**src/rtl/tsat_pkg.sv**
```systemverilog
// ----------------------------------------------------------------------------
// tsat_pkg
// Shared types and constants for the TCP sequence adjust table.
// ----------------------------------------------------------------------------
package tsat_pkg;

  localparam int unsigned TABLE_ENTRIES_DEFAULT = 256;

  localparam int unsigned ADDR_W   = 32;
  localparam int unsigned PORT_W   = 16;
  localparam int unsigned NUM_W    = 32;
  localparam int unsigned GROWTH_W = 17;
  localparam int unsigned DIR_W    = 2;

  localparam int unsigned IN_DATA_W  = 184;
  localparam int unsigned OUT_DATA_W = 104;

  localparam logic [DIR_W-1:0] DIR_NONE = 2'd0;
  localparam logic [DIR_W-1:0] DIR_FWD  = 2'd1;
  localparam logic [DIR_W-1:0] DIR_REV  = 2'd2;

  typedef struct packed {
    logic [ADDR_W-1:0] src_addr;
    logic [PORT_W-1:0] src_port;
    logic [ADDR_W-1:0] dst_addr;
    logic [PORT_W-1:0] dst_port;
  } key_t;

  // search token walking down the cell row
  typedef struct packed {
    logic             active;
    logic             hit;
    logic [DIR_W-1:0] dir;
    logic             free;
    logic [NUM_W-1:0] delta;
  } token_t;

  // commit command broadcast to every cell
  typedef struct packed {
    logic             commit;
    logic             close_hit;
    logic             upd_hit;
    logic             claim;
    key_t             key;
    logic [NUM_W-1:0] new_delta;
  } cmd_t;

endpackage

```
**src/rtl/tsat_cell.sv**
```systemverilog
// ----------------------------------------------------------------------------
// tsat_cell
// One connection entry: compares against the broadcast key as the search
// token passes and applies the commit command if it was selected.
// ----------------------------------------------------------------------------
module tsat_cell (
  input  logic            clk_i,
  input  logic            rst_ni,
  input  tsat_pkg::key_t   key_i,
  input  tsat_pkg::cmd_t   cmd_i,
  input  tsat_pkg::token_t token_i,
  output tsat_pkg::token_t token_o
);

  logic                       valid_q, valid_d;
  logic                       first_hit_q, first_free_q;
  logic [tsat_pkg::ADDR_W-1:0] client_addr_q, server_addr_q;
  logic [tsat_pkg::PORT_W-1:0] client_port_q, server_port_q;
  logic [tsat_pkg::NUM_W-1:0]  delta_q;
  tsat_pkg::token_t            token_q, token_d;

  logic fwd, rev, hit_here, take_hit, take_free;

  assign fwd = valid_q && client_addr_q == key_i.src_addr && client_port_q == key_i.src_port &&
               server_addr_q == key_i.dst_addr && server_port_q == key_i.dst_port;
  assign rev = valid_q && server_addr_q == key_i.src_addr && server_port_q == key_i.src_port &&
               client_addr_q == key_i.dst_addr && client_port_q == key_i.dst_port;
  assign hit_here  = fwd | rev;
  assign take_hit  = token_i.active & hit_here & ~token_i.hit;
  assign take_free = token_i.active & ~valid_q & ~token_i.free;

  always_comb begin
    token_d        = token_i;
    token_d.hit    = token_i.hit | hit_here;
    token_d.free   = token_i.free | ~valid_q;
    if (take_hit) begin
      token_d.dir   = fwd ? tsat_pkg::DIR_FWD : tsat_pkg::DIR_REV;
      token_d.delta = delta_q;
    end
  end

  always_comb begin
    valid_d = valid_q;
    if (cmd_i.commit && first_hit_q && cmd_i.close_hit) begin
      valid_d = 1'b0;
    end
    if (cmd_i.commit && first_free_q && cmd_i.claim) begin
      valid_d = 1'b1;
    end
  end

  always_ff @(posedge clk_i or negedge rst_ni) begin
    if (!rst_ni) begin
      valid_q      <= 1'b0;
      first_hit_q  <= 1'b0;
      first_free_q <= 1'b0;
      token_q      <= '0;
    end else begin
      valid_q      <= valid_d;
      token_q      <= token_d;
      if (token_i.active) begin
        first_hit_q  <= take_hit;
        first_free_q <= take_free;
      end
    end
  end

  always_ff @(posedge clk_i) begin
    if (cmd_i.commit && first_hit_q && cmd_i.upd_hit) begin
      delta_q <= cmd_i.new_delta;
    end
    if (cmd_i.commit && first_free_q && cmd_i.claim) begin
      client_addr_q <= cmd_i.key.src_addr;
      client_port_q <= cmd_i.key.src_port;
      server_addr_q <= cmd_i.key.dst_addr;
      server_port_q <= cmd_i.key.dst_port;
      delta_q       <= cmd_i.new_delta;
    end
  end

  assign token_o = token_q;

endmodule

```
**config.mk**
```make
export PLATFORM = sky130hd
export DESIGN_NAME = tsat_cell
export DESIGN_NICKNAME = d
export VERILOG_FILES = /design/src/rtl/tsat_pkg.sv /design/src/rtl/tsat_cell.sv
export SDC_FILE = /design/constraint.sdc
export NUM_CORES = 1
export LEC_CHECK = 0
export BUFFER_PORTS_ARGS = -buffer_cell sky130_fd_sc_hd__buf_2
export CAP_MARGIN = 0
export CELL_PAD_IN_SITES_DETAIL_PLACEMENT = 0
export CELL_PAD_IN_SITES_GLOBAL_PLACEMENT = 1
export CORE_ASPECT_RATIO = 2
export CORE_MARGIN = 2
export CORE_UTILIZATION = 30
export CTS_CLUSTER_DIAMETER = 80
export DETAILED_ROUTE_END_ITERATION = 6
export GPL_TIMING_DRIVEN = 1
export PLACE_DENSITY_LB_ADDON = 0.05
export SYNTH_ARGS = -nofsm -noshare
export SYNTH_HDL_FRONTEND = slang
export SYNTH_SLANG_ARGS = --single-unit
export TNS_END_PERCENT = 100
```
**constraint.sdc**
```tcl
create_clock -name clk_i -period 4.3 [get_ports clk_i]
set_clock_uncertainty 0.15 [all_clocks]
set_input_delay 0.215 -clock clk_i [delete_from_list [all_inputs] [get_ports clk_i]]
set_output_delay 0.215 -clock clk_i [all_outputs]
set_load 0.01 [all_outputs]
```
==> results of run 1 <==
-- worst min-delay path by stage --
stage	from	end	slack [ns]	cells past startpoint
2_1_floorplan	rst_ni	first_free_q	-0.23	0
3_3_place_gp	rst_ni	first_hit_q	0.23	1
3_5_place_dp	token_i[36]	token_o[36]	0.24	1
4_1_cts	key_i[13]	token_o[35]	0.28	5
5_1_grt	key_i[13]	token_o[35]	0.30	5
6_report	rst_ni	first_hit_q	0.28	2
-- flip-flops by register name (all words and copies together) (netlist names) --
register	flops
token_o	37
client_addr_q	32
delta_q	32
client_port_q	16
first_hit_q	1
first_free_q	1
valid_q	1
server_port_q	16
server_addr_q	32
-- cell type report --
class | instances | area, um^2 | area share (%)
tap | 340 | 425 | 3.57
clock buffer | 20 | 447 | 3.74
timing repair buffer | 477 | 3250 | 27.2
antenna | 2 | 5.00 | 0.0420
multi-input combinational | 352 | 2710 | 22.7
clock inverter | 12 | 116 | 0.976
sequential | 168 | 4840 | 40.6
inverter | 36 | 136 | 1.14
-- critical path, delay by kind of cell, from the launching register on --
kind | cells | cell delay (ns)
buffers and inverters | 1 | 0.36
xor gates and xnor gates | 1 | 0.33
AOI/OAI and AO/OA | 2 | 0.35
DFF | 1 | 0.42
and+or+nand+nor | 4 | 1.54
-- report_power, final --
group          total [mW]  internal [mW]  switching (mW)
Combinational       0.555          0.299           0.256
Sequential           1.85           1.81          0.0334
Clock                1.52          0.823           0.695
Total                3.92           2.93           0.984
-- logic make-up (layout without fill, tap and decap cells) --
group	Yosys count	after routing	synth area share (%)
compound gates	77	77	8.99
flops	168	168	62.5
xor+xnor	127	127	14.3
simple gates	148	148	11.6
buf+inv	42	545	2.61
other cells	0	2	0
-- stage by stage --
step	area, um^2	worst slack, ns	util (%)
after floorplan	7750	1.40	-
after global placement	9670	1.04	37.8
after detailed placement	9670	1.03	37.8
after CTS	11900	1.00	46.7
after global routing	11900	0.913	46.7
final	11900	1.07	46.7
-- repair_timing --
| action | in CTS | in global routing |
|---|---|---|
| endpoints found under the hold margin | 208 | 0 |
| gates resized for setup | 0 | 0 |
| setup endpoints to repair | 0 | 0 |
| hold buffers | 169 | 0 |
-- Yosys cell counts, drive strengths merged, types with 4 or more instances --
library cell	count	area, um^2
a2111o	5	56.3
a22o	33	307
buf	6	67.6
dfrtp	40	1000
edfxtp	128	3840
inv	36	135
nand2	9	33.8
nand2b	55	344
nand3	6	30.0
nand4	32	200
nor2	4	15.0
nor2b	14	87.6
nor4	14	87.6
o2111ai	18	158
o22ai	6	37.5
xnor2	114	998
xor2	13	114
-- layer usage --
| layer | global-route usage [%] | vias up | routed length (um) | share of wire, % |
|---|---|---|---|---|
| li1 | - | 3069 | - | - |
| met1 | 21.2 | 3115 | 10400 | 32 |
| met2 | 49.9 | 245 | 19400 | 60 |
| met3 | 5.31 | 41 | 1530 | 4.7 |
| met4 | 10.8 | 2 | 1260 | 3.9 |
| met5 | 0 | - | 7 | 0.021 |
==> reports/results.tsv, run 1 <==
stage	metric	value	unit
clock_tree	CTS Buffer Depth	2	
global_route	largest net degree at the start of global routing	51	
layout	most frequent cells in the layout	303 x buf_2, 169 x dlygate4sd3_1, 128 x edfxtp_1	
worst_setup_path	Worst R2R Setup Slack	1.07	ns
synth	post-synthesis sequential area ratio	62.5	%
worst_setup_path	Worst Setup EP	token_o[9]	
placed_design	Post-Place Cells	1204	
worst_setup_path	startpoint types	register	
synth	#FFs+latches synth	168	
layout	Post-layout nets	1319	
clock_tree	Root Buffer	clkbuf_16	
synth	Syn Nets	829	
worst_setup_path	RR Endpoint	token_o[9]	
worst_hold_path	hold crit path type	input pin to async pin	
die	Placeable Area	25500	um^2
route	Via density	4.60	
clock_tree	CTS H-Tree Depth	4	
pwr	PwrDens	329	nW/um^2
die	Site Rows	83	
worst_setup_path	R2R depth	8	
route	final wirelength	32.6	mm
die	die height	231	um
global_route	GRT Total Usage	24.1	%
job	max-cap violations	0	
placed_design	dpl hpwl	26.7	mm
sta	minimum clock period	3.23	ns
worst_setup_path	Crit Path Category	register to register	
worst_setup_path	CP Cell Sequence	xnor2_1 > nand4_1 > nor4_1 > nand4_1 > or4_4 > a21oi_4 > buf_4 > a22o_1	
layout	synthesis-to-finish area growth	53.8	%
worst_setup_path	Crit path arrival time	3.46	ns
worst_setup_path	Slowest-stage cell, CP	or4_4	
synth	Synth cell types	37	
sta	worst-margin pin slew	0.941	ns
global_route	initial antenna violation count	3	
synth	mean area per synthesized cell	13.8	um^2
worst_setup_path	Crit path largest cell delay	0.58	ns
layout	Cell Count, Final, Fillers Out	1407	
global_route	vias in the first global route	7270	
route	initial DRC count	316	
sta	hold_ws	0.276	ns
sta	Highest Clock Rate	0.310	GHz
sta	Final Hold Violating Endpoints	0	
sta	RSZ-0062 raised after global routing	no	
clock_tree	TritonCTS Sinks	168	
route	DRC errors left	0	
clock_tree	Clock transition at path regs	0.07	ns
synth	asr flop ratio synth	23.8	%
layout	fill count	2463	
synth	Mapped Area	7750	um^2
synth	total number of yosys warnings	0	
pwr	Pwr Total	3.92	mW
route	via count	6472	
synth	Synth Flop Type	edfxtp_1	
sta	Slew HR	37.2	%
layout	share of layout cells above drive strength 1	32.3	%
run_status	status	completed	
worst_setup_path	crit path from	client_port_q[5]	
worst_setup_path	critical path required time	4.54	ns
synth	Mapped Cells	562	
sta	crit share post-route	75.1	%
layout	commonest non-fill, non-tap cell in the layout	buf_2	
route	first-pass iteration count of the detailed router	4	
global_route	grt total ovfl	0	
die	DIE AREA	27200	um^2
clock_tree	TritonCTS clock tree	done	
global_route	first-pass GRT wire length	46.2	mm
die	initial core utilization	30.4	%
worst_setup_path	Worst Path Max Fanout	33	
pwr	worst vdd ir	302	uV
die	Ports	304	
die	Die Span X	118	um
worst_setup_path	CP most frequent cell	nand4_1	
clock_tree	setup bufs post-CTS	0	
route	WL per Instance	23.2	um
sta	Final Slew Violations	0	
sta	setup_tns	0	ns
sta	final setup fails	0	
worst_setup_path	Reg-to-Reg Start	client_port_q[5]	
route	antenna viol nets, final	0	
clock_tree	cts bufs inserted	17	
synth	EDFF count, synth	128	
pwr	LEAKAGE	4.76	nW
placed_design	PortBufs	303	
clock_tree	Clk Latency, worst-skew pair	0.45	ns
placed_design	gp weighted congestion	0.887	
worst_setup_path	critical path endpoint category	register	
(Power assumes the default switching activity.)
==> inputs of run 2 (changes only) <==
ABC_AREA = 1   (was unset)
clock period = 2.7 ns   (was 4.3 ns; I/O delays follow)
==> run 2 against run 1 <==
Compared with the run above:
- sequential cell count stayed put
- first-iteration DRC count increased by 87%
- largest cell class unchanged
- critical endpoint is now token_o[30]
- setup slack got worse by 0.79 ns
==> reports/results.tsv, run 2 <==
stage	metric	value	unit
pwr	part of the power in registers	44.5	%
global_route	grt met2 use	59.7	%
sta	Final Slew Violations	0	
global_route	GRT Max-Usage Layer	met2	
synth	top cell type's share of synthesized area	37.6	%
route	DRC errors left	0	
die	Placeable Area	33600	um^2
pwr	Sw Share	28.9	%
worst_setup_path	critical path required time	2.93	ns
placed_design	Post-Place Cells	2237	
layout	# diodes	0	
synth	mean area per synthesized cell	6.88	um^2
placed_design	gp weighted congestion	0.964	
die	die height	265	um
synth	Synth cell types	24	
synth	Syn Nets	1753	
global_route	vias in the first global route	12000	
clock_tree	Clk Latency, worst-skew pair	0.46	ns
die	Ports	304	
pwr	internal power	4.50	mW
clock_tree	TritonCTS clock tree	done	
sta	crit share post-route	89.6	%
clock_tree	Clock transition at path regs	0.08	ns
sta	final setup fails	0	
clock_tree	setup bufs post-CTS	0	
synth	total number of yosys warnings	0	
synth	EDFF count, synth	128	
pwr	LEAKAGE	7.73	nW
layout	Post-layout nets	2256	
synth	adder-cell share of the synthesized area	0	%
layout	synthesis-to-finish area growth	43.9	%
sta	Slew HR	35.7	%
synth	post-synthesis sequential area ratio	47.4	%
synth	main combinational cell family by area after synthesis	simple AND/OR/NAND/NOR gates	
sta	setup ws final	0.280	ns
layout	most frequent cells in the layout	735 x nand2_1, 303 x buf_2, 192 x nor2_1	
global_route	met1 Track Usage GR	25.3	%
synth	largest cells by area after synthesis	edfxtp_1 38%, nand2_1 27%, dfrtp_1 9.8%, nor2_1 7.1%, inv_1 7.1%	
placed_design	Placement Setup Slack	0.0796	ns
sta	RSZ-0062 raised after global routing	no	
layout	Cell Count, Final, Fillers Out	2438	
placed_design	dpl hpwl	44.7	mm
sta	worst-margin pin slew	0.965	ns
sta	Highest Clock Rate	0.413	GHz
layout	share of layout cells above drive strength 1	19.3	%
pwr	clock network fraction of design power	39.6	%
die	Site Rows	95	
sta	setup_tns	0	ns
global_route	met3 Track Usage GR	3.72	%
route	initial DRC count	592	
synth	leading area contributor after synthesis	edfxtp_1	
synth	asr flop ratio synth	23.8	%
route	via count	11200	
run_status	status	completed	
synth	#FFs+latches synth	168	
synth	Simple-Gate Fraction of Synth Area	41.3	%
placed_design	PortBufs	303	
clock_tree	CTS H-Tree Depth	4	
job	max-cap violations	0	
worst_setup_path	critical path endpoint category	register	
global_route	initial antenna violation count	1	
clock_tree	CTS Buffer Depth	2	
die	initial core utilization	30.4	%
pwr	worst vdd ir	443	uV
clock_tree	Root Buffer	clkbuf_16	
synth	Synth Flop Type	edfxtp_1	
die	DIE AREA	35700	um^2
global_route	GRT Total Usage	29.4	%
clock_tree	TritonCTS Sinks	168	
global_route	largest net degree at the start of global routing	47	
global_route	grt total ovfl	0	
route	WL per Instance	21.4	um
synth	most frequent cells after synthesis	735 x nand2_1, 193 x nor2_1, 192 x inv_1	
synth	mux share of post-synthesis cell area	0	%
sta	minimum clock period	2.42	ns
synth	Compound-Gate Fraction of Synth Area	0.661	%
sta	Final Hold Violating Endpoints	0	
worst_setup_path	startpoint types	register	
worst_setup_path	Worst Path Max Fanout	32	
route	final wirelength	52.1	mm
worst_setup_path	Crit path arrival time	2.65	ns
pwr	Pwr Total	6.33	mW
synth	most common cell in the netlist	nand2_1	
worst_setup_path	Crit Path Category	register to register	
pwr	PwrDens	430	nW/um^2
clock_tree	cts bufs inserted	17	
pwr	Comb pwr share	15.9	%
route	Via density	4.59	
synth	Synth Area in XOR/XNOR	2.06	%
route	first-pass iteration count of the detailed router	7	
pwr	P_sw	1.83	mW
route	antenna viol nets, final	0	
layout	commonest non-fill, non-tap cell in the layout	nand2_1	
die	Die Span X	135	um
synth	Mapped Area	10200	um^2
global_route	first-pass GRT wire length	73.4	mm
layout	max reg flops	37	
synth	Mapped Cells	1486	
worst_setup_path	Worst R2R Setup Slack	0.28	ns
worst_hold_path	hold crit path type	input pin to register	
==> run 2: cell count changes after synthesis, sizes merged, moves of 15 or more <==
cell	change
a22o	-33
inv	+179
nand2	+728
nand2b	-55
nand3	+55
nand4	+15
nor2	+189
o2111ai	-18
xnor2	-94
==> run 2: area by class of cell <==
type / instances / area (um^2)
tap: 436 / 546
fill: 3549 / 18900
multi-input combinational: 1094 / 4520
clock buffer: 18 / 429
sequential: 168 / 4840
clock inverter: 14 / 151
inverter: 215 / 811
timing repair buffer: 493 / 3410
==> run 2: final timing paths <==
path,startpoint,endpoint,depth (start not counted)
setup / recovery,client_addr_q[18],token_o[30],13
hold reg to reg,delta_q[26],token_o[26],2
max in group asynchronous,rst_ni,token_o[1],2
min in group asynchronous,rst_ni,token_o[14],2
setup reg to reg,client_addr_q[18],token_o[30],13
hold / removal,token_i[36],token_o[36],2
==> run 2: metrics by stage <==
step	hold WS, ns	area (um^2)	util (%)
final	0.194	14700	43.7
after global placement	0.125	12400	36.9
after detailed placement	0.128	12400	36.9
after floorplan	-0.311	10200	-
after CTS	0.175	14700	43.7
after global routing	0.184	14700	43.7
==> run 2: power by group through the flow <==
stage	clock network [mW]	registers [mW]	logic, mW
floorplan	0	2.89	0.294
global placement	0	2.87	0.813
detailed placement	0	2.87	0.811
CTS	2.59	2.82	1.00
global route	2.66	2.82	1.08
finish	2.51	2.82	1.00
==> run 2: kinds of logic after synthesis <==
kind of cell | after synthesis
buf+inv | 224
flops | 168
compound gates | 13
xor+xnor | 24
simple gates | 1057
==> run 2: timing repair <==
item	4_1_cts	5_1_grt
gates resized for setup	0	3
hold buffers	169	0
setup endpoints to repair	0	32
endpoints found under the hold margin	208	0
==> run 2: critical path: stages (launching register included) <==
cell      delay [ns]
edfxtp_1        0.42
nand2_1         0.14
nand2_1         0.06
nor2_1          0.12
buf_4           0.18
nand4_1         0.08
nor2_1          0.30
nand3_1         0.11
nor2_1          0.12
nand2_1         0.09
nand2_4         0.09
buf_6           0.25
nand3_1         0.12
nand2_1         0.10
==> run 2: layer usage <==
metal | up-vias | wire length (um)
li1 | 5582 | -
met1 | 5140 | 16200
met5 | - | 12
met3 | 113 | 1750
met2 | 363 | 30000
met4 | 2 | 4090
==> inputs of run 3 (changes only) <==
ABC_AREA = 0   (was 1)
==> run 3 against run 2 <==
Compared with the run above:
- the run now ends with negative setup slack left
- maximum frequency is 17% lower
- critical path depth is 3 lower
- utilization is 5.8 points higher
- sequential share of layout area is 5.4 points higher
- via count is 39% lower
- clock power is 2% lower
- critical endpoint is now token_o[22]
==> reports/results.tsv, run 3 (same netlist as run 1, synthesis figures left out) <==
stage	metric	value	unit
global_route	initial antenna violation count	2	
layout	Cell Count, Final, Fillers Out	1479	
global_route	vias in the first global route	7795	
route	first-pass iteration count of the detailed router	5	
global_route	first-pass GRT wire length	48.9	mm
worst_setup_path	Crit path largest cell delay	0.57	ns
layout	area of the multi-input gates	2810	um^2
worst_setup_path	critical path endpoint category	register	
sta	RSZ-0062 raised after global routing	yes	
worst_setup_path	Worst R2R Setup Slack	-0.22	ns
clock_tree	Root Buffer	clkbuf_16	
route	Via density	4.59	
sta	worst-margin pin slew	0.927	ns
pwr	PwrDens	503	nW/um^2
placed_design	PortBufs	303	
clock_tree	TritonCTS Sinks	168	
die	DIE AREA	27200	um^2
worst_setup_path	startpoint types	register	
layout	Storage cell area	4840	um^2
clock_tree	Clk Latency, worst-skew pair	0.45	ns
worst_setup_path	critical path required time	2.92	ns
worst_setup_path	Worst Path Max Fanout	17	
sta	hold_ws	0.168	ns
worst_setup_path	crit path from	client_port_q[9]	
route	initial DRC count	354	
die	Placeable Area	25500	um^2
clock_tree	cts bufs inserted	17	
pwr	worst vdd ir	515	uV
sta	Slew HR	38.2	%
global_route	grt total ovfl	0	
die	initial core utilization	30.4	%
worst_hold_path	hold path cells	5	
sta	crit share post-route	108	%
global_route	GRT Total Usage	25.4	%
worst_setup_path	R2R depth	10	
worst_setup_path	CP Cell Sequence	xnor2_2 > nand4_1 > nor4_4 > buf_4 > nand4_1 > or4_4 > a21oi_4 > buf_4 > buf_12 > a22o_1	
pwr	Pwr Total	6.36	mW
clock_tree	TritonCTS clock tree	done	
layout	commonest non-fill, non-tap cell in the layout	buf_2	
route	via count	6784	
layout	max reg flops	37	
layout	most frequent cells in the layout	303 x buf_2, 169 x dlygate4sd3_1, 128 x edfxtp_1	
worst_setup_path	Slowest-stage cell, CP	or4_4	
placed_design	Post-Place Cells	1270	
layout	Post-layout nets	1391	
worst_setup_path	RR Endpoint	token_o[22]	
layout	share of layout cells above drive strength 1	37.7	%
route	antenna viol nets, final	0	
route	met1 wire length	10.9	mm
sta	Final Hold Violating Endpoints	0	
clock_tree	Clock transition at path regs	0.07	ns
pwr	LEAKAGE	5.17	nW
run_status	failing checks	negative setup slack	
clock_tree	CTS Buffer Depth	2	
worst_hold_path	Worst Hold Path EP	token_o[35]	
route	wire length on met3	1.60	mm
sta	setup_tns	-6.84	ns
sta	minimum clock period	2.92	ns
route	DRC errors left	0	
worst_setup_path	Crit Path Category	register to register	
job	max-cap violations	0	
worst_hold_path	hold_sp	key_i[13]	
worst_setup_path	Reg-to-Reg Start	client_port_q[9]	
sta	setup ws final	-0.224	ns
die	die height	231	um
die	Site Rows	83	
sta	final setup fails	33	
worst_hold_path	hold crit path type	input pin to register	
layout	synthesis-to-finish area growth	63.1	%
worst_setup_path	Crit path arrival time	3.15	ns
route	WL per Instance	23.2	um
placed_design	gp weighted congestion	0.905	
die	Die Span X	118	um
worst_setup_path	delay-heaviest family, CP	simple AND/OR/NAND/NOR gates	
sta	Final Slew Violations	0	
route	final wirelength	34.3	mm
global_route	largest net degree at the start of global routing	79	
run_status	status	complete, but fails checks	
placed_design	dpl hpwl	27.6	mm
die	Ports	304	
sta	Highest Clock Rate	0.342	GHz
worst_setup_path	buffers and inverters on the worst path	3	
clock_tree	CTS H-Tree Depth	4	
route	routed wl met2	19.9	mm
layout	fill count	2384	
route	top sig layer	met4	
## run 3: cell count changes in the layout (fill, tap and decap cells not counted), moves of 31 or more
cell	previous run	this run
nand2b_1	0	54
nor2_1	192	4
xnor2_1	18	111
a22o_1	0	31
nand3_1	61	6
inv_1	191	34
nand2_1	735	9
buf_4	17	73
## run 3: how the worst max path moves through the flow
stage | end | slack [ns] | depth (start not counted)
floorplan | token_o[11] | 0.06 | 8
global placement | token_o[8] | -0.41 | 9
detailed placement | token_o[5] | -0.44 | 9
CTS | token_o[21] | -0.22 | 8
global route | token_o[22] | -0.36 | 10
finish | token_o[22] | -0.22 | 10
## run 3: layout make-up
class                           count  share of cell area [%]
Antenna cell                        2                  0.0396
Clock buffer                       17                    3.36
Clock inverter                     15                    1.27
Inverter                           36                    1.10
Multi-Input combinational cell    352                    22.2
Sequential cell                   168                    38.3
Tap cell                          340                    3.36
Timing Repair Buffer              549                    30.4
## run 3: through the flow
| step | area (um^2) | utilization [%] | worst slack (ns) |
|---|---|---|---|
| after CTS | 12600 | 49.4 | -0.225 |
| after floorplan | 7760 | - | 0.0633 |
| final | 12600 | 49.5 | -0.224 |
| after detailed placement | 10200 | 39.9 | -0.437 |
| after global placement | 10200 | 39.9 | -0.407 |
| after global routing | 12600 | 49.5 | -0.356 |
## run 3: routing by layer
| metal | vias to the layer above | track usage (%) |
|---|---|---|
| met5 | - | 0 |
| met1 | 3266 | 22.7 |
| met2 | 249 | 51.6 |
| met3 | 51 | 5.59 |
| li1 | 3218 | - |
| met4 | 0 | 13.3 |
## run 3: tightest hold or removal path, stage by stage
cell and delay, ns:
buf_2 0.13, a221oi_1 0.08, nand4_1 0.12, or4_4 0.16, nand3b_1 0.08
## run 3: repair_timing
action | 4_1_cts | 5_1_grt
pin swaps | 2 | 2
buffers inserted | 4 | 1
gates resized for setup | 12 | 4
hold buffers | 169 | 0
hold endpoints to repair | 208 | 0
setup endpoints to repair | 35 | 34
cloned | 1 | 0
## run 3: power by group
group | internal (mW) | total (mW) | switching, mW
clock | 1.31 | 2.46 | 1.15
combinational | 0.525 | 0.966 | 0.441
sequential | 2.88 | 2.93 | 0.0487
total | 4.72 | 6.36 | 1.64
